`src/bhca_pkg.sv`:
```
package bhca_pkg;

  // Command codes carried by the input beat.
  localparam logic [1:0] CMD_SIGNAL = 2'd0;
  localparam logic [1:0] CMD_TICK   = 2'd1;
  localparam logic [1:0] CMD_STATUS = 2'd2;
  localparam logic [1:0] CMD_NONE   = 2'd3;

  // Configuration register indexes.
  localparam logic [1:0] CFG_MIN_INDIV = 2'd0;
  localparam logic [1:0] CFG_MIN_AGGR  = 2'd1;
  localparam logic [1:0] CFG_MIN_TICKS = 2'd2;

  // Fixed encodings and limits.
  localparam logic [15:0]       EMPTY_ID  = 16'hffff;
  localparam logic [7:0]        PCT_LIMIT = 8'd100;
  localparam logic [4:0]        LIST_CAP  = 5'd16;
  localparam logic signed [7:0] TIMER_MIN = 8'sh80;
  localparam logic [7:0]        TICKS_SAT = 8'hff;

  // One table entry as stored in the entry memory.
  typedef struct packed {
    logic [15:0]       id;
    logic [6:0]        pct;
    logic signed [7:0] tmr;
  } entry_t;

  // Commands from the controller to the datapath.
  typedef struct packed {
    logic start;  // latch a new item and clear the walk state
    logic walk;   // walk the table one entry per cycle unless an output stall holds it
    logic fin;    // apply the end-of-item update and load the final result
  } ctl_cmd_t;

  // Status from the datapath to the controller.
  typedef struct packed {
    logic walk_done;  // the walk is not held and no read is left to issue
    logic out_free;   // the output register can take a result this cycle
  } ctl_stat_t;

endpackage

```
`src/boiler_heat_call_aggregator_top.sv`:
```
// Channel | Handshake              | Payload
// in_     | in_valid / in_stall    | cmd, valve_id, percent_open, max_entries, only_calling
// out_    | out_valid / out_stall  | accepted, call_for_heat, entry_*, listed_count, last
// cfg_    | cfg_valid / cfg_ready  | cfg_addr (register index), cfg_wdata
//
// One item is handled at a time; a signal or tick is paced by the table walk that reads
// one entry per cycle, and the unused command skips the walk and goes to the final beat.
// A status read walks until its cap is met or the table ends, and is held while the
// output stalls.
// Reset is synchronous and active low; it empties the table by clearing the fill count.
// Output stalls hold the walk on the entry being listed; the input stalls until the
// final beat of the item is loaded into the output register.
module boiler_heat_call_aggregator_top
  import bhca_pkg::*;
#(
  parameter int MAX_VALVES        = 16,
  parameter int SIGNAL_LIFE_TICKS = 60
) (
  input  logic              clk,
  input  logic              rst_n,
  input  logic              in_valid,
  output logic              in_stall,
  input  logic [1:0]        in_cmd,
  input  logic [15:0]       in_valve_id,
  input  logic [7:0]        in_percent_open,
  input  logic [4:0]        in_max_entries,
  input  logic              in_only_calling,
  output logic              out_valid,
  input  logic              out_stall,
  output logic              out_accepted,
  output logic              out_call_for_heat,
  output logic              out_entry_valid,
  output logic [15:0]       out_entry_id,
  output logic [6:0]        out_entry_pct,
  output logic signed [7:0] out_entry_ticks,
  output logic [4:0]        out_listed_count,
  output logic              out_last,
  input  logic              cfg_valid,
  output logic              cfg_ready,
  input  logic [1:0]        cfg_addr,
  input  logic [7:0]        cfg_wdata
);

  ctl_cmd_t  cmd;
  ctl_stat_t stat;

  // Registers accept a write on every cycle.
  assign cfg_ready = 1'b1;

  bhca_ctrl u_ctrl (
    .clk      (clk),
    .rst_n    (rst_n),
    .in_valid (in_valid),
    .in_cmd   (in_cmd),
    .in_stall (in_stall),
    .stat     (stat),
    .cmd      (cmd)
  );

  bhca_dp #(
    .MAX_VALVES        (MAX_VALVES),
    .SIGNAL_LIFE_TICKS (SIGNAL_LIFE_TICKS)
  ) u_dp (
    .clk               (clk),
    .rst_n             (rst_n),
    .cmd               (cmd),
    .stat              (stat),
    .in_cmd            (in_cmd),
    .in_valve_id       (in_valve_id),
    .in_percent_open   (in_percent_open),
    .in_max_entries    (in_max_entries),
    .in_only_calling   (in_only_calling),
    .cfg_valid         (cfg_valid && cfg_ready),
    .cfg_addr          (cfg_addr),
    .cfg_wdata         (cfg_wdata),
    .out_valid         (out_valid),
    .out_stall         (out_stall),
    .out_accepted      (out_accepted),
    .out_call_for_heat (out_call_for_heat),
    .out_entry_valid   (out_entry_valid),
    .out_entry_id      (out_entry_id),
    .out_entry_pct     (out_entry_pct),
    .out_entry_ticks   (out_entry_ticks),
    .out_listed_count  (out_listed_count),
    .out_last          (out_last)
  );

endmodule

```
`src/bhca_ctrl.sv`:
```
module bhca_ctrl
  import bhca_pkg::*;
(
  input  logic      clk,
  input  logic      rst_n,
  input  logic      in_valid,
  input  logic [1:0] in_cmd,
  output logic      in_stall,
  input  ctl_stat_t stat,
  output ctl_cmd_t  cmd
);

  typedef enum logic [2:0] {
    ST_IDLE = 3'b001,
    ST_WALK = 3'b010,
    ST_FIN  = 3'b100
  } state_t;

  state_t state_r, state_nxt;
  logic   accept;

  // The controller takes a new beat only between items.
  assign in_stall = (state_r != ST_IDLE);
  assign accept   = in_valid && !in_stall;

  // Next-state logic.
  always_comb begin
    state_nxt = state_r;
    unique case (state_r)
      ST_IDLE: begin
        if (accept) begin
          state_nxt = (in_cmd == CMD_NONE) ? ST_FIN : ST_WALK;
        end
      end
      ST_WALK: begin
        if (stat.walk_done) begin
          state_nxt = ST_FIN;
        end
      end
      ST_FIN: begin
        if (stat.out_free) begin
          state_nxt = ST_IDLE;
        end
      end
      default: state_nxt = ST_IDLE;
    endcase
  end

  always_ff @(posedge clk) begin
    if (!rst_n) begin
      state_r <= ST_IDLE;
    end else begin
      state_r <= state_nxt;
    end
  end

  // Commands to the datapath.
  assign cmd.start = accept;
  assign cmd.walk  = (state_r == ST_WALK);
  assign cmd.fin   = (state_r == ST_FIN) && stat.out_free;

  // A final result always returns the controller to idle.
  a_fin_to_idle: assert property (@(posedge clk) disable iff (!rst_n)
    cmd.fin |=> (state_r == ST_IDLE))
    else $error("controller did not return to idle after the final result");

  // A new item never starts while a walk is running.
  a_no_start_in_walk: assert property (@(posedge clk) disable iff (!rst_n)
    cmd.walk |-> !cmd.start)
    else $error("item accepted during a table walk");

  // Exactly one state bit is set at all times.
  a_state_onehot: assert property (@(posedge clk) disable iff (!rst_n)
    $onehot(state_r))
    else $error("controller state is not one-hot");

endmodule

```
`src/bhca_dp.sv`:
```
module bhca_dp
  import bhca_pkg::*;
#(
  parameter int MAX_VALVES        = 16,
  parameter int SIGNAL_LIFE_TICKS = 60
) (
  input  logic              clk,
  input  logic              rst_n,
  input  ctl_cmd_t          cmd,
  output ctl_stat_t         stat,
  input  logic [1:0]        in_cmd,
  input  logic [15:0]       in_valve_id,
  input  logic [7:0]        in_percent_open,
  input  logic [4:0]        in_max_entries,
  input  logic              in_only_calling,
  input  logic              cfg_valid,
  input  logic [1:0]        cfg_addr,
  input  logic [7:0]        cfg_wdata,
  output logic              out_valid,
  input  logic              out_stall,
  output logic              out_accepted,
  output logic              out_call_for_heat,
  output logic              out_entry_valid,
  output logic [15:0]       out_entry_id,
  output logic [6:0]        out_entry_pct,
  output logic signed [7:0] out_entry_ticks,
  output logic [4:0]        out_listed_count,
  output logic              out_last
);

  localparam int AW = (MAX_VALVES > 1) ? $clog2(MAX_VALVES) : 1;
  localparam int CW = $clog2(MAX_VALVES + 1);
  localparam logic [CW-1:0]       MAX_N = CW'(MAX_VALVES);
  localparam logic signed [7:0]   LIFE  = 8'(SIGNAL_LIFE_TICKS);

  // Configuration registers.
  logic [6:0] min_indiv_r, min_aggr_r;
  logic [7:0] min_ticks_r;

  // Item registers.
  logic [1:0]  cmd_r;
  logic [15:0] id_r;
  logic [7:0]  pct_r;
  logic [4:0]  maxe_r;
  logic        only_r;

  // Table state.
  entry_t        mem [MAX_VALVES];
  logic [CW-1:0] filled_r;
  logic          boiler_r, boiler_nxt;
  logic [7:0]    tsc_r, tsc_nxt, tsc_inc;

  // Walk state.
  logic [CW-1:0] rd_idx_r;
  logic [AW-1:0] ent_idx_r;
  entry_t        ent_r;
  logic          ent_v_r;
  logic          found_r, found_nxt;
  logic [4:0]    count_r, count_nxt;
  logic          calling_r, calling_nxt;
  logic [7:0]    sum_r, sum_nxt;

  // Output register.
  logic              out_valid_r;
  logic              acc_r, cfh_r, ev_r, last_r;
  logic [15:0]       oid_r;
  logic [6:0]        opct_r;
  logic signed [7:0] otmr_r;
  logic [4:0]        ocnt_r;

  logic [6:0]        indiv, aggr;
  logic              is_sig, is_tick, is_stat, sig_ok;
  logic              qual, emit, hold, proc, match, stop, issue;
  logic              tk_act, t_live, room, want, out_free;
  logic signed [7:0] t_dec;
  logic              wr_en;
  logic [AW-1:0]     wr_addr;
  entry_t            wr_data;

  // Effective thresholds, clamped into their legal ranges.
  always_comb begin
    indiv = min_indiv_r;
    if (indiv == 7'd0) indiv = 7'd1;
    if (indiv > PCT_LIMIT[6:0]) indiv = PCT_LIMIT[6:0];
    aggr = min_aggr_r;
    if (aggr < indiv) aggr = indiv;
    if (aggr > PCT_LIMIT[6:0]) aggr = PCT_LIMIT[6:0];
  end

  // Configuration writes; the port is always ready.
  always_ff @(posedge clk) begin
    if (!rst_n) begin
      min_indiv_r <= 7'd50;
      min_aggr_r  <= 7'd50;
      min_ticks_r <= 8'd0;
    end else if (cfg_valid) begin
      unique case (cfg_addr)
        CFG_MIN_INDIV: min_indiv_r <= cfg_wdata[6:0];
        CFG_MIN_AGGR:  min_aggr_r  <= cfg_wdata[6:0];
        CFG_MIN_TICKS: min_ticks_r <= cfg_wdata;
        default: ;
      endcase
    end
  end

  // Capture the accepted input beat.
  always_ff @(posedge clk) begin
    if (cmd.start) begin
      cmd_r  <= in_cmd;
      id_r   <= in_valve_id;
      pct_r  <= in_percent_open;
      maxe_r <= (in_max_entries > LIST_CAP) ? LIST_CAP : in_max_entries;
      only_r <= in_only_calling;
    end
  end

  assign is_sig  = (cmd_r == CMD_SIGNAL);
  assign is_tick = (cmd_r == CMD_TICK);
  assign is_stat = (cmd_r == CMD_STATUS);
  assign sig_ok  = (id_r != EMPTY_ID) && (pct_r <= PCT_LIMIT);
  assign room    = (filled_r < MAX_N);

  assign out_free = !out_valid_r || !out_stall;

  // Per-entry evaluation of the entry held in the registered read port.
  assign qual  = !only_r || (!ent_r.tmr[7] && (ent_r.pct >= indiv));
  assign emit  = cmd.walk && ent_v_r && is_stat && qual;
  assign hold  = emit && !out_free;
  assign proc  = cmd.walk && ent_v_r && !hold;
  assign match = proc && is_sig && sig_ok && !found_r && (ent_r.id == id_r);

  assign tk_act = proc && is_tick && (ent_r.tmr != TIMER_MIN);
  assign t_dec  = ent_r.tmr - 8'sd1;
  assign t_live = tk_act && !t_dec[7];

  always_comb begin
    found_nxt   = found_r || match;
    count_nxt   = (proc && emit) ? (count_r + 5'd1) : count_r;
    calling_nxt = calling_r || (t_live && (ent_r.pct >= indiv));
    sum_nxt     = (t_live && (sum_r < {1'b0, aggr})) ? (sum_r + {1'b0, ent_r.pct}) : sum_r;
    case (cmd_r)
      CMD_SIGNAL: stop = found_nxt;
      CMD_STATUS: stop = (count_nxt >= maxe_r);
      default:    stop = 1'b0;
    endcase
  end

  assign issue          = cmd.walk && !hold && (rd_idx_r < filled_r) && !stop;
  assign stat.walk_done = cmd.walk && !hold && !issue;
  assign stat.out_free  = out_free;

  // Walk registers.
  always_ff @(posedge clk) begin
    if (!rst_n) begin
      ent_v_r <= 1'b0;
    end else if (cmd.start) begin
      ent_v_r <= 1'b0;
    end else if (cmd.walk && !hold) begin
      ent_v_r <= issue;
    end
  end

  always_ff @(posedge clk) begin
    if (cmd.start) begin
      rd_idx_r  <= '0;
      found_r   <= 1'b0;
      count_r   <= 5'd0;
      calling_r <= 1'b0;
      sum_r     <= 8'd0;
    end else if (cmd.walk && !hold) begin
      if (issue) rd_idx_r <= rd_idx_r + CW'(1);
      found_r   <= found_nxt;
      count_r   <= count_nxt;
      calling_r <= calling_nxt;
      sum_r     <= sum_nxt;
    end
  end

  // Entry memory: one write port, one registered read port.
  always_comb begin
    wr_en   = 1'b0;
    wr_addr = ent_idx_r;
    wr_data = '{id: id_r, pct: pct_r[6:0], tmr: LIFE};
    if (match) begin
      wr_en = 1'b1;
    end else if (tk_act) begin
      wr_en   = 1'b1;
      wr_data = '{id: ent_r.id, pct: ent_r.pct, tmr: t_dec};
    end else if (cmd.fin && is_sig && sig_ok && !found_r && room) begin
      wr_en   = 1'b1;
      wr_addr = filled_r[AW-1:0];
    end
  end

  always_ff @(posedge clk) begin
    if (wr_en) mem[wr_addr] <= wr_data;
  end

  always_ff @(posedge clk) begin
    if (issue) begin
      ent_r     <= mem[rd_idx_r[AW-1:0]];
      ent_idx_r <= rd_idx_r[AW-1:0];
    end
  end

  // Boiler decision at the end of a tick.
  assign want    = calling_r && (sum_r >= {1'b0, aggr});
  assign tsc_inc = (tsc_r == TICKS_SAT) ? TICKS_SAT : (tsc_r + 8'd1);

  always_comb begin
    boiler_nxt = boiler_r;
    tsc_nxt    = tsc_inc;
    if ((want != boiler_r) && (tsc_inc >= min_ticks_r)) begin
      boiler_nxt = want;
      tsc_nxt    = 8'd0;
    end
  end

  always_ff @(posedge clk) begin
    if (!rst_n) begin
      filled_r <= '0;
      boiler_r <= 1'b0;
      tsc_r    <= 8'd0;
    end else if (cmd.fin) begin
      if (is_sig && sig_ok && !found_r && room) filled_r <= filled_r + CW'(1);
      if (is_tick) begin
        boiler_r <= boiler_nxt;
        tsc_r    <= tsc_nxt;
      end
    end
  end

  // Output register: a listed entry during the walk, the final beat at the end.
  always_ff @(posedge clk) begin
    if (!rst_n) begin
      out_valid_r <= 1'b0;
    end else if ((proc && emit) || cmd.fin) begin
      out_valid_r <= 1'b1;
    end else if (!out_stall) begin
      out_valid_r <= 1'b0;
    end
  end

  always_ff @(posedge clk) begin
    if (proc && emit) begin
      acc_r  <= 1'b0;
      cfh_r  <= boiler_r;
      ev_r   <= 1'b1;
      oid_r  <= ent_r.id;
      opct_r <= ent_r.pct;
      otmr_r <= ent_r.tmr;
      ocnt_r <= 5'd0;
      last_r <= 1'b0;
    end else if (cmd.fin) begin
      acc_r  <= is_sig && sig_ok && (found_r || room);
      cfh_r  <= is_tick ? boiler_nxt : boiler_r;
      ev_r   <= 1'b0;
      oid_r  <= 16'd0;
      opct_r <= 7'd0;
      otmr_r <= 8'sd0;
      ocnt_r <= is_stat ? count_r : 5'd0;
      last_r <= 1'b1;
    end
  end

  assign out_valid         = out_valid_r;
  assign out_accepted      = acc_r;
  assign out_call_for_heat = cfh_r;
  assign out_entry_valid   = ev_r;
  assign out_entry_id      = oid_r;
  assign out_entry_pct     = opct_r;
  assign out_entry_ticks   = otmr_r;
  assign out_listed_count  = ocnt_r;
  assign out_last          = last_r;

  // The fill count never passes the table size.
  a_fill_bound: assert property (@(posedge clk) disable iff (!rst_n)
    filled_r <= MAX_N)
    else $error("fill count exceeds table size");

  // An entry is in flight only while the table is being walked.
  a_ent_in_walk: assert property (@(posedge clk) disable iff (!rst_n)
    ent_v_r |-> cmd.walk)
    else $error("entry read outside a table walk");

  // A status read never lists more than it was asked for.
  a_list_cap: assert property (@(posedge clk) disable iff (!rst_n)
    (cmd.walk && is_stat) |-> (count_r <= maxe_r))
    else $error("status read listed too many entries");

endmodule
```
`config.mk`:
```
export PLATFORM = sky130hd
export DESIGN_NAME = boiler_heat_call_aggregator_top
export DESIGN_NICKNAME = d
export VERILOG_FILES = /design/src/bhca_pkg.sv /design/src/boiler_heat_call_aggregator_top.sv /design/src/bhca_ctrl.sv /design/src/bhca_dp.sv
export SDC_FILE = /design/constraint.sdc
export NUM_CORES = 1
export LEC_CHECK = 0
export BUFFER_PORTS_ARGS = -buffer_cell sky130_fd_sc_hd__buf_4
export CORE_MARGIN = 1
export CORE_UTILIZATION = 60
export CTS_CLUSTER_SIZE = 20
export DETAILED_ROUTE_END_ITERATION = 16
export PLACE_DENSITY = 0.77
export SYNTH_ARGS = -nofsm -noshare
export SYNTH_HDL_FRONTEND = slang
export SYNTH_SLANG_ARGS = --single-unit
```
`constraint.sdc`:
```
create_clock -name clk -period 5.7 [get_ports clk]
set_input_delay 0.855 -clock clk [delete_from_list [all_inputs] [get_ports clk]]
set_output_delay 0.855 -clock clk [all_outputs]
set_load 0.01 [all_outputs]
```
Word-level counts from Yosys, hierarchy flattened:

Memories as Yosys holds them, arrays and structs flattened. A register that Yosys moved wholly into a read port is not among the register bits.
Cells that the tools add are included.

* output and inout bits: 43
* logic and storage cells: 165
* memories kept: 1
* register bits: 137
* bits in writable memories: 496
* bits of input ports: 47

Memories
* u_dp.mem: depth 16, bits a word 31, rd ports 1, clocked after Yosys merged registers in 1, wr ports 1, line bhca_dp.sv:48 `entry_t mem [MAX_VALVES];`

* bitwise gates (word level): 1
* add/subtract/negate cells: 6
* equal/unequal tests: 18
* reductions and logical operators: 63
* muxes and demuxes: 36
* order comparisons: 12

Operator list (count)
* $mux W31: 2
* $mux W7: 6
* $logic_and A1 B1 Y1: 33
* $mux W16: 2
* $mux W8: 4
* $eq A16 B16 Y1: 1
* $ne A16 B16 Y1 const B: 1
* $add A5 B1 Y5 const B: 3
* $gt A7 B7 Y1 const B: 2
* $reduce_and A2 Y1: 7
* $mux W3: 4
* $mux W4: 3
* $logic_not A1 Y1: 11
* $mux W1: 11
* $mux W5: 2
* $pmux W3 S3: 1
* $add A8 B1 Y8 const B: 1
* $add A8 B7 Y8: 1
* $eq A8 B8 Y1 const B: 1
* $ge A8 B7 Y1: 1
* $ge A8 B8 Y1: 1
* $le A8 B7 Y1 const B: 1
* $lt A8 B7 Y1: 1
* $ne A8 B8 Y1 const B: 1
* 24 further kinds: 35

Longest topological paths before layout:

Gate-level depths: netlist of run 1.

* depth after elaboration: 23
* depth in mapped cells: 21
* depth with buffers taken out: 19

Hierarchy:

From an unflattened synthesis of run 1, not the netlist that was laid out.

* cell total of the unflattened synthesis: 1508
* area total of the unflattened synthesis: 26970.9 µm²

Modules (own cells, without submodules)
* bhca_dp: cells each 1480, area each 26736.9 µm², instances 1, sequential area each 19188.4 µm²
* bhca_ctrl: cells each 26, area each 222.7 µm², instances 1, sequential area each 60.1 µm²
* boiler_heat_call_aggregator_top: cells each 2, area each 11.3 µm², instances 1, sequential area each 0.0 µm²

Worst setup path after synthesis of run 1:

OpenSTA, ideal clock, no wires.

* path type: reg-to-reg
* from: register u_dp.min_indiv_r[6]
* to: memory u_dp.mem[5][0] in the netlist's numbering, enable pin
* setup slack: 0.600 ns
* period minus slack after synthesis: 5.100 ns
* arrival: 4.642 ns
* data required time: 5.242 ns
* buffers on the path: 1
* cell stages (with the launch flop): 13
* library setup time: 0.458 ns
* cell sequence: dfxtp_1 -> or4_1 -> nor2_1 -> o22ai_1 -> inv_1 -> ha_1 -> nor2b_1 -> o21ai_0 -> a31oi_4 -> a31oi_4 -> o311a_4 -> buf_6 -> nor3_1

* longest elaborated chain between the ends: 18
* elaborated cells between the ends (all ways): 23
* those cells by class: order compare: 2; mux: 8; reduce/logical: 13

RTL lines
* start, declared: line bhca_dp.sv:37 `logic [6:0] min_indiv_r, min_aggr_r;`
* start signal, assigned: line bhca_dp.sv:98 `CFG_MIN_INDIV: min_indiv_r <= cfg_wdata[6:0];`
* $logic_not A7 Y1: line bhca_dp.sv:83 `if (indiv == 7'd0) indiv = 7'd1;`
* $mux W7 *: line bhca_dp.sv:83
* $gt A7 B7 Y1: line bhca_dp.sv:84 `if (indiv > PCT_LIMIT[6:0]) indiv = PCT_LIMIT[6:0];`
* $mux W7 *: line bhca_dp.sv:84
* $ge A7 B7 Y1 *: line bhca_dp.sv:126 `assign qual = !only_r || (!ent_r.tmr[7] && (ent_r.pct >= indiv));`
* $logic_and A1 B1 Y1 *: line bhca_dp.sv:126
* $logic_or A1 B1 Y1 *: line bhca_dp.sv:126
* $logic_and A1 B1 Y1 *: line bhca_dp.sv:127 `assign emit = cmd.walk && ent_v_r && is_stat && qual;`
* $logic_and A1 B1 Y1 *: line bhca_dp.sv:128 `assign hold = emit && !out_free;`
* $logic_not A1 Y1 *: line bhca_dp.sv:129 `assign proc = cmd.walk && ent_v_r && !hold;`
* $logic_and A1 B1 Y1 *: line bhca_dp.sv:129
* $logic_and A1 B1 Y1 (4 in a row): line bhca_dp.sv:130 `assign match = proc && is_sig && sig_ok && !found_r && (ent_r.id == id_r);`
* $mux W1: line bhca_dp.sv:184 `if (match) begin`
* $mux W1: line bhca_dp.sv:196 `if (wr_en) mem[wr_addr] <= wr_data;`
* $mux W1 (implied by the code): line bhca_dp.sv:196
* end, declared: line bhca_dp.sv:48

Every way passes the cells marked *; elsewhere a longest branch is shown, timed or not.

Final worst setup path of run 1:

* from: register u_dp.min_indiv_r[6]
* to: register, netlist name u_dp.ent_r[19]

* elaborated cells between the ends (all ways): 24
* those cells by class: order compare: 3; mux: 4; reduce/logical: 17

RTL lines
* $logic_not A7 Y1: line bhca_dp.sv:83
* $mux W7 *: line bhca_dp.sv:83
* $gt A7 B7 Y1: line bhca_dp.sv:84
* $mux W7 *: line bhca_dp.sv:84
* $ge A7 B7 Y1 *: line bhca_dp.sv:126
* $logic_and A1 B1 Y1 *: line bhca_dp.sv:126
* $logic_or A1 B1 Y1 *: line bhca_dp.sv:126
* $logic_and A1 B1 Y1 *: line bhca_dp.sv:127
* (+3 left out)
* $logic_and A1 B1 Y1 *: line bhca_dp.sv:138 `count_nxt = (proc && emit) ? (count_r + 5'd1) : count_r;`
* $mux W5 *: line bhca_dp.sv:138
* named net u_dp.count_nxt[3]: line bhca_dp.sv:59 `logic [4:0] count_r, count_nxt;`
* $ge A5 B5 Y1 *: line bhca_dp.sv:143 `CMD_STATUS: stop = (count_nxt >= maxe_r);`
* $pmux W1 S2 *: line bhca_dp.sv:141 `case (cmd_r)`
* $logic_not A1 Y1 *: line bhca_dp.sv:148 `assign issue = cmd.walk && !hold && (rd_idx_r < filled_r) && !stop;`
* $logic_and A1 B1 Y1 *: line bhca_dp.sv:148
* named net u_dp.issue: line bhca_dp.sv:73 `logic qual, emit, hold, proc, match, stop, issue;`

Mark *: on every way through the listed nets, which the timed path passes. The rest lies on a longest branch.
A chain may end at the register's enable or synchronous reset.

==> metrics.cfg, run 1 <==
[synthesis]
async_reset_ff_frac=0
synth-compound-area-share=0.0356
syn-instance-count=1523
syn_area_per_cell_um2=17.8
yosys.area.top_type_share=0.659
synthTopCellsByCount=595 x edfxtp_1, 155 x mux4_2, 115 x nand2_1
synth_top_family_by_area=multiplexers
synth_mux_area_frac=0.142
synth_xor_xnor_area_share=0.0110
synthTopCellsByArea=edfxtp_1 66%, mux4_2 13%, dfxtp_1 5.1%
yosys_warnings=0
synthAdderAreaFrac=0.0233
yosys_register_bits=664
synth-main-ff-cell=edfxtp_1
syn-num-nets=1619
syn_area_mm2=0.0271
synthDistinctLibCells=69
synthSimpleGateAreaFrac=0.0629
yosysMostFrequentCell=edfxtp_1
ys_seq_area_frac=0.710
synth-edff-count=595
synth_area_leader_cell=edfxtp_1

[floorplanning]
die_x_um=215
rows=77
core-area_mm2=0.0444
dieArea_mm2=0.0460
ioPinCount=90
die_height_um=215
initial_core_util=0.611

[route]
ant_nets=0
routed_wl_mm=65.3
first_pass_iters=6
drc=0
drtIter0Drc=1820
routed_via_density=6.53
num_vias=15000
wl_per_cell_um=28.4

[placed_design]
port_buffers=88
globalplace.congestion=0.838
dp.cells=2174
dp_hpwl_mm=35.4

[critical_path]
crit_path_end_kind=register
path_class=reg -> reg
worst-r2r-setup-slack_ps=690
cp.arrival_ps=5300
cp.required_ps=5990
critPathMaxFanout=28
r2r_end=u_dp.ent_r[19]$_DFFE_PP_
r2r_cells=18
cp-start-kind=register
reg2reg_from=u_dp.min_indiv_r[6]$_SDFFE_PN0P_

[power_and_ir_drop]
p_switching_mw=2.05
finalPower_mw=9.81
p_clk_frac=0.425
p_comb_frac=0.027
p_int_mw=7.76
p_leak_nw=9.82
power_frac_seq=0.548
vdd_drop_max_v=0.000272
switching_share=0.209
p_per_area_mw_per_mm2=319

[final_layout]
final_util=0.692
fillerInstances=2763
drive_gt1_frac=0.245
layout.cells.non_filler=2294
n_antenna_cell=0
layout-area-overhead-vs-synth_pct=13.3
final_nets=1746

[sta]
fin_crit_ps=5010
hold_ws_ps=413
rsz0062_at_grt=no
relSlewSlack=0.217
fin_crit_sh=0.879
fmax_mhz=199
fin_skew_ps=38.5
tns_ps=0
tightest_slew_ps=1170
hold_viol=0
setup_viol=0
finalMaxSlewViolations=0

[job]
maxCapViolCount=0

[grt]
grt-ovfl-total=0
grt_pass1_vias=15300
grt.total_usage=0.289
grt_pass1_wl_mm=96.3
grt_max_degree=59
antenna_found_initial=2

[cts]
htree_levels=3
hold_buffers=0
cts_root_buf=clkbuf_16
cts_tree=done
clkSinkCount=664
clk_pin_slew_worst_paths_ps=60
cts_buffer_depth=3
cts_buffers=66
post_cts_buffers=0
cts_resized=0
worstSkewPairLatency_ps=620

[min_path]
hold_path_end=u_dp.id_r[12]$_DFFE_PP_
min_path_type=in -> reg
min_from=in_valve_id[12]
whs_path_depth=1

[status]
status=finished clean

[worst max-delay path, stage by stage, from the launching register on]
cell and delay, ps:
dfxtp_1 360, or4_1 530, nor2_1 100, o22ai_1 120, inv_1 70, ha_1 220, nor2b_1 120, o21ai_0 160
a31oi_4 330, o22a_1 470, nor3_2 130, xor2_1 160, ha_1 200, or4_1 500, o221ai_1 290, and2_1 220
nand3_2 150, inv_2 270, buf_12 270
[metrics by stage]
step           worst slack [ps]  cell area (um2)
2_1_floorplan               600            27100
3_3_place_gp                801            28700
3_5_place_dp                739            28700
4_1_cts                     726            30700
5_1_grt                     373            30700
6_report                    687            30700
[area by class of cell]
class	instances	area [um2]	area share
multi-input combinational	753	7550	0.246
clock buffer	84	1760	0.0573
inverter	38	143	0.00464
clock inverter	36	289	0.00941
sequential	664	19300	0.627
timing repair buffer	127	978	0.0318
tap	592	741	0.0241
[state kept, by name, summed over array words and instances (netlist names), 7 cells and up]
signal                flops
u_dp.out_entry_ticks      8
u_dp.tsc_r                8
u_dp.pct_r                8
u_dp.ent_r               31
u_dp.min_aggr_r           7
u_dp.sum_r                8
u_dp.out_entry_pct        7
u_dp.min_indiv_r          7
u_dp.out_entry_id        16
u_dp.id_r                16
u_dp.mem                496
u_dp.min_ticks_r          8
[cell families after synthesis]
family / count (synthesis)
buf+inv: 106
fa+ha+maj: 50
simple gates: 343
compound gates: 136
flops: 664
mux: 189
other cells: 1
xor+xnor: 34
[how the worst max path moves through the flow]
stage | start | cells past startpoint | end | slack [ps]
after global routing | u_dp.min_indiv_r[6]$_SDFFE_PN0P_ | 18 | u_dp.ent_idx_r[0]$_DFFE_PP_ | 370
after floorplan | u_dp.min_indiv_r[6]$_SDFFE_PN0P_ | 12 | u_dp.mem[5][0]$_DFFE_PP_ | 600
after detailed placement | u_dp.min_indiv_r[6]$_SDFFE_PN0P_ | 18 | u_dp.ent_r[17]$_DFFE_PP_ | 740
final | u_dp.min_indiv_r[6]$_SDFFE_PN0P_ | 18 | u_dp.ent_r[19]$_DFFE_PP_ | 690
after CTS | u_dp.min_indiv_r[6]$_SDFFE_PN0P_ | 18 | u_dp.ent_idx_r[0]$_DFFE_PP_ | 730
after global placement | u_dp.min_indiv_r[6]$_SDFFE_PN0P_ | 18 | u_dp.ent_r[20]$_DFFE_PP_ | 800
[layout by cell type, fill, tap and decap left out, drive strengths merged, types with 8 or more instances in the layout]
| master | Yosys | layout |
|---|---|---|
| a21o | 8 | 8 |
| nand4 | 10 | 10 |
| edfxtp | 595 | 595 |
| mux4 | 155 | 155 |
| ha | 48 | 48 |
| nor2 | 61 | 61 |
| clkinv | 1 | 32 |
| buf | 22 | 127 |
| a21oi | 24 | 24 |
| xnor2 | 21 | 21 |
| inv | 37 | 38 |
| o21ai | 30 | 30 |
| a22o | 8 | 8 |
| dfxtp | 69 | 69 |
| nand3 | 24 | 24 |
| nor2b | 12 | 12 |
| mux2i | 28 | 28 |
| o21a | 10 | 10 |
| nor3 | 33 | 33 |
| a31oi | 13 | 13 |
| and3 | 35 | 35 |
| clkbuf | 46 | 84 |
| nand2 | 115 | 115 |
| nor3b | 9 | 9 |
| nand2b | 11 | 11 |
| xor2 | 13 | 13 |
[metal layers]
metal	track usage	vias to the layer above	part of all wire
li1	-	6333	-
met1	0.381	7563	0.37
met2	0.480	899	0.50
met3	0.0593	182	0.090
met4	0.108	2	0.035
met5	0	-	0.00014
[power by group through the flow]
stage	registers, mW	logic (mW)	clock network, mW
finish	5.37	0.266	4.17
global route	5.37	0.288	4.39
CTS	5.37	0.262	4.20
detailed placement	5.48	0.260	0
global placement	5.48	0.250	0
floorplan	5.47	0.151	0
Power figures use the tool's default switching activity.
==> inputs of run 2 (changes only) <==
--- a/config.mk
+++ b/config.mk
@@ -8,6 +8,7 @@
 export BUFFER_PORTS_ARGS = -buffer_cell sky130_fd_sc_hd__buf_4
 export CORE_MARGIN = 1
 export CORE_UTILIZATION = 60
+export CTS_BUF_LIST = sky130_fd_sc_hd__clkbuf_2
 export CTS_CLUSTER_SIZE = 20
 export DETAILED_ROUTE_END_ITERATION = 16
 export PLACE_DENSITY = 0.77
==> run 2 against run 1 <==
Compared with the run above:
- hold slack got worse by 220 ps
- via count rose by 3.2%
- fmax shrank 0.51%
- final area shrank 0.34%
- combinational power up 9.0%
- clock skew is 67 ps higher
- routed wire length shrank 3.7%
- sequential share of layout area increased by 0.22 points
- worst setup slack lost 26 ps
- highest routed layer is now met4
==> metrics.cfg, run 2 (synthesis gave the netlist of run 1 again) <==
[sta]
fmax_mhz=198  ; was 199 MHz
relSlewSlack=0.214  ; was 0.217
hold_viol=0  ; unchanged
fin_crit_sh=0.884  ; was 0.879
tightest_slew_ps=1180  ; was 1170 ps
tns_ps=0  ; unchanged
setup_viol=0  ; unchanged
finalMaxSlewViolations=0  ; unchanged
hold_ws_ps=192  ; was 413 ps
fin_crit_ps=5040  ; was 5010 ps
fin_skew_ps=106  ; was 38.5 ps
rsz0062_at_grt=no  ; unchanged

[floorplanning]
ioPinCount=90  ; unchanged
initial_core_util=0.611  ; unchanged
die_height_um=215  ; unchanged
core-area_mm2=0.0444  ; unchanged
rows=77  ; unchanged
dieArea_mm2=0.0460  ; unchanged
die_x_um=215  ; unchanged

[critical_path]
cp.required_ps=6680  ; was 5990 ps
path_cells=nand2_1 -> nand2_1 -> ha_1 -> a21o_1 -> a311o_1 -> a31oi_4 -> o22a_1 -> nor3_2 -> xor2_1 -> ha_1 -> or4_1 -> o221ai_1 -> and2_1 -> nand3_2 -> inv_2 -> buf_12  ; was or4_1 -> nor2_1 -> o22ai_1 -> inv_1 -> ha_1 -> nor2b_1 -> o21ai_0 -> a31oi_4 -> o22a_1 -> nor3_2 -> xor2_1 -> ha_1 -> or4_1 -> o221ai_1 -> and2_1 -> nand3_2 -> inv_2 -> buf_12
cp-start-kind=register  ; unchanged
r2r_cells=16  ; was 18
cp.arrival_ps=6010  ; was 5300 ps
worst-r2r-setup-slack_ps=660  ; was 690 ps
critPathMaxFanout=28  ; unchanged
reg2reg_from=u_dp.min_indiv_r[5]$_SDFFE_PN1P_  ; was u_dp.min_indiv_r[6]$_SDFFE_PN0P_
slowest_stage=dfxtp_1  ; was or4_1
r2r_end=u_dp.ent_r[4]$_DFFE_PP_  ; was u_dp.ent_r[19]$_DFFE_PP_
crit_path_end_kind=register  ; unchanged
critical_path.max_stage_delay_ps=530  ; about the same
path_class=reg -> reg  ; unchanged
crit_path_start=u_dp.min_indiv_r[5]$_SDFFE_PN1P_  ; was u_dp.min_indiv_r[6]$_SDFFE_PN0P_
endpoint=u_dp.ent_r[4]$_DFFE_PP_  ; was u_dp.ent_r[19]$_DFFE_PP_

[grt]
grt_max_degree=59  ; unchanged
antenna_found_initial=2  ; unchanged
grt_pass1_wl_mm=94.8  ; was 96.3 mm
grt_pass1_vias=16000  ; was 15300
grt.total_usage=0.283  ; was 0.289
grt-ovfl-total=0  ; unchanged

[final_layout]
drive_gt1_frac=0.299  ; was 0.245
layout-area-overhead-vs-synth_pct=12.9  ; was 13.3%
final_nets=1889  ; was 1746
layout.cells.non_filler=2511  ; was 2294
final_cell_mix=595 x edfxtp_1, 230 x clkbuf_2, 155 x mux4_2, 125 x buf_4, 115 x nand2_1  ; was 595 x edfxtp_1, 155 x mux4_2, 125 x buf_4, 115 x nand2_1, 68 x clkbuf_16
regMostFlops=u_dp.mem  ; unchanged
top_regs=u_dp.mem: 496 flops, u_dp.ent_r: 31 flops  ; unchanged
final_common_cell=edfxtp_1  ; unchanged
largest_reg_flops=496  ; unchanged

[power_and_ir_drop]
finalPower_mw=8.71  ; was 9.81 mW
p_switching_mw=2.09  ; was 2.05 mW
p_leak_nw=10.1  ; was 9.82 nW
p_per_area_mw_per_mm2=285  ; was 319 mW/mm2
p_int_mw=6.63  ; was 7.76 mW
vdd_drop_max_v=0.000228  ; was 0.000272 V
switching_share=0.240  ; was 0.209
p_comb_frac=0.033  ; was 0.027
p_clk_frac=0.351  ; was 0.425
power_frac_seq=0.616  ; was 0.548

[job]
maxCapViolCount=0  ; unchanged

[route]
first_pass_iters=5  ; was 6
drc=0  ; unchanged
routed_wl_mm=62.8  ; was 65.3 mm
drtIter0Drc=1704  ; was 1820
wl_per_cell_um=25.0  ; was 28.4 um
num_vias=15500  ; was 15000
ant_nets=0  ; unchanged
routed_via_density=6.15  ; was 6.53

[cts]
cts_buffers=160  ; was 66
htree_levels=4  ; was 3
hold_buffers=49  ; was 0
post_cts_buffers=0  ; unchanged
cts_resized=0  ; unchanged
worstSkewPairLatency_ps=1370  ; was 620 ps
cts_buffer_depth=3  ; unchanged
cts_tree=done  ; unchanged
clk_pin_slew_worst_paths_ps=110  ; was 60 ps
cts_root_buf=clkbuf_2  ; was clkbuf_16
clkSinkCount=664  ; unchanged

[placed_design]
port_buffers=88  ; unchanged
dp.cells=2174  ; unchanged
dp_hpwl_mm=35.4  ; unchanged
globalplace.congestion=0.838  ; unchanged

[status]
status=finished clean  ; unchanged

[min_path]
min_path_type=in -> reg  ; unchanged

run 2: per-stage QoR:
stage | instance area (um2) | worst slack (ps) | utilization
finish | 30600 | 661 | 0.689
global route | 30600 | 338 | 0.689
CTS | 30600 | 691 | 0.689
detailed placement | 28700 | 739 | 0.646
global placement | 28700 | 801 | 0.646
floorplan | 27100 | 600 | -
run 2: how the worst min path moves through the flow:
stage / startpoint / cells past startpoint / slack [ps] / to
final: in_percent_open[6] / 2 / 190 / u_dp.pct_r[6]$_DFFE_PP_
after global routing: in_percent_open[6] / 2 / 100 / u_dp.pct_r[6]$_DFFE_PP_
after CTS: in_percent_open[5] / 2 / 60 / u_dp.pct_r[5]$_DFFE_PP_
after detailed placement: u_dp.out_listed_count[2]$_SDFFE_PN0P_ / 2 / 450 / u_dp.out_listed_count[2]$_SDFFE_PN0P_
after global placement: u_dp.out_entry_valid$_SDFFE_PN1P_ / 1 / 450 / u_dp.out_entry_valid$_SDFFE_PN1P_
after floorplan: u_dp.rd_idx_r[2]$_SDFFE_PP0P_ / 0 / 430 / u_dp.ent_idx_r[2]$_DFFE_PP_
run 2: per-layer routing:
metal / global-route usage / vias up / part of all wire
met5: 0 / - / 0
met1: 0.371 / 7711 / 0.38
met2: 0.457 / 859 / 0.49
met3: 0.0702 / 132 / 0.090
met4: 0.121 / 0 / 0.032
li1: - / 6749 / -
run 2: power by group through the flow:
stage	clock [mW]	sequential, mW	combinational (mW)
4_1_cts	3.13	5.37	0.287
2_1_floorplan	0	5.47	0.151
3_5_place_dp	0	5.48	0.260
6_report	3.06	5.37	0.290
3_3_place_gp	0	5.48	0.250
5_1_grt	3.36	5.37	0.316
run 2: cell type report:
cell class                 instances  area [um2]
sequential                       664       19300
fill                            2896       13800
multi-input combinational        753        7550
timing repair buffer             176        1470
clock buffer                     230        1150
tap                              592         741
clock inverter                    55         297
inverter                          38         143
antenna                            3        7.51
run 2: critical path, delay by kind of cell, from the launching register on:
kind	cells	cell delay, ps
adders and majority gates	2	500
DFF	1	530
buffers and inverters	2	540
xor gates and xnor gates	1	160
AOI/OAI and AO/OA	5	1610
and+or+nand+nor	6	1360
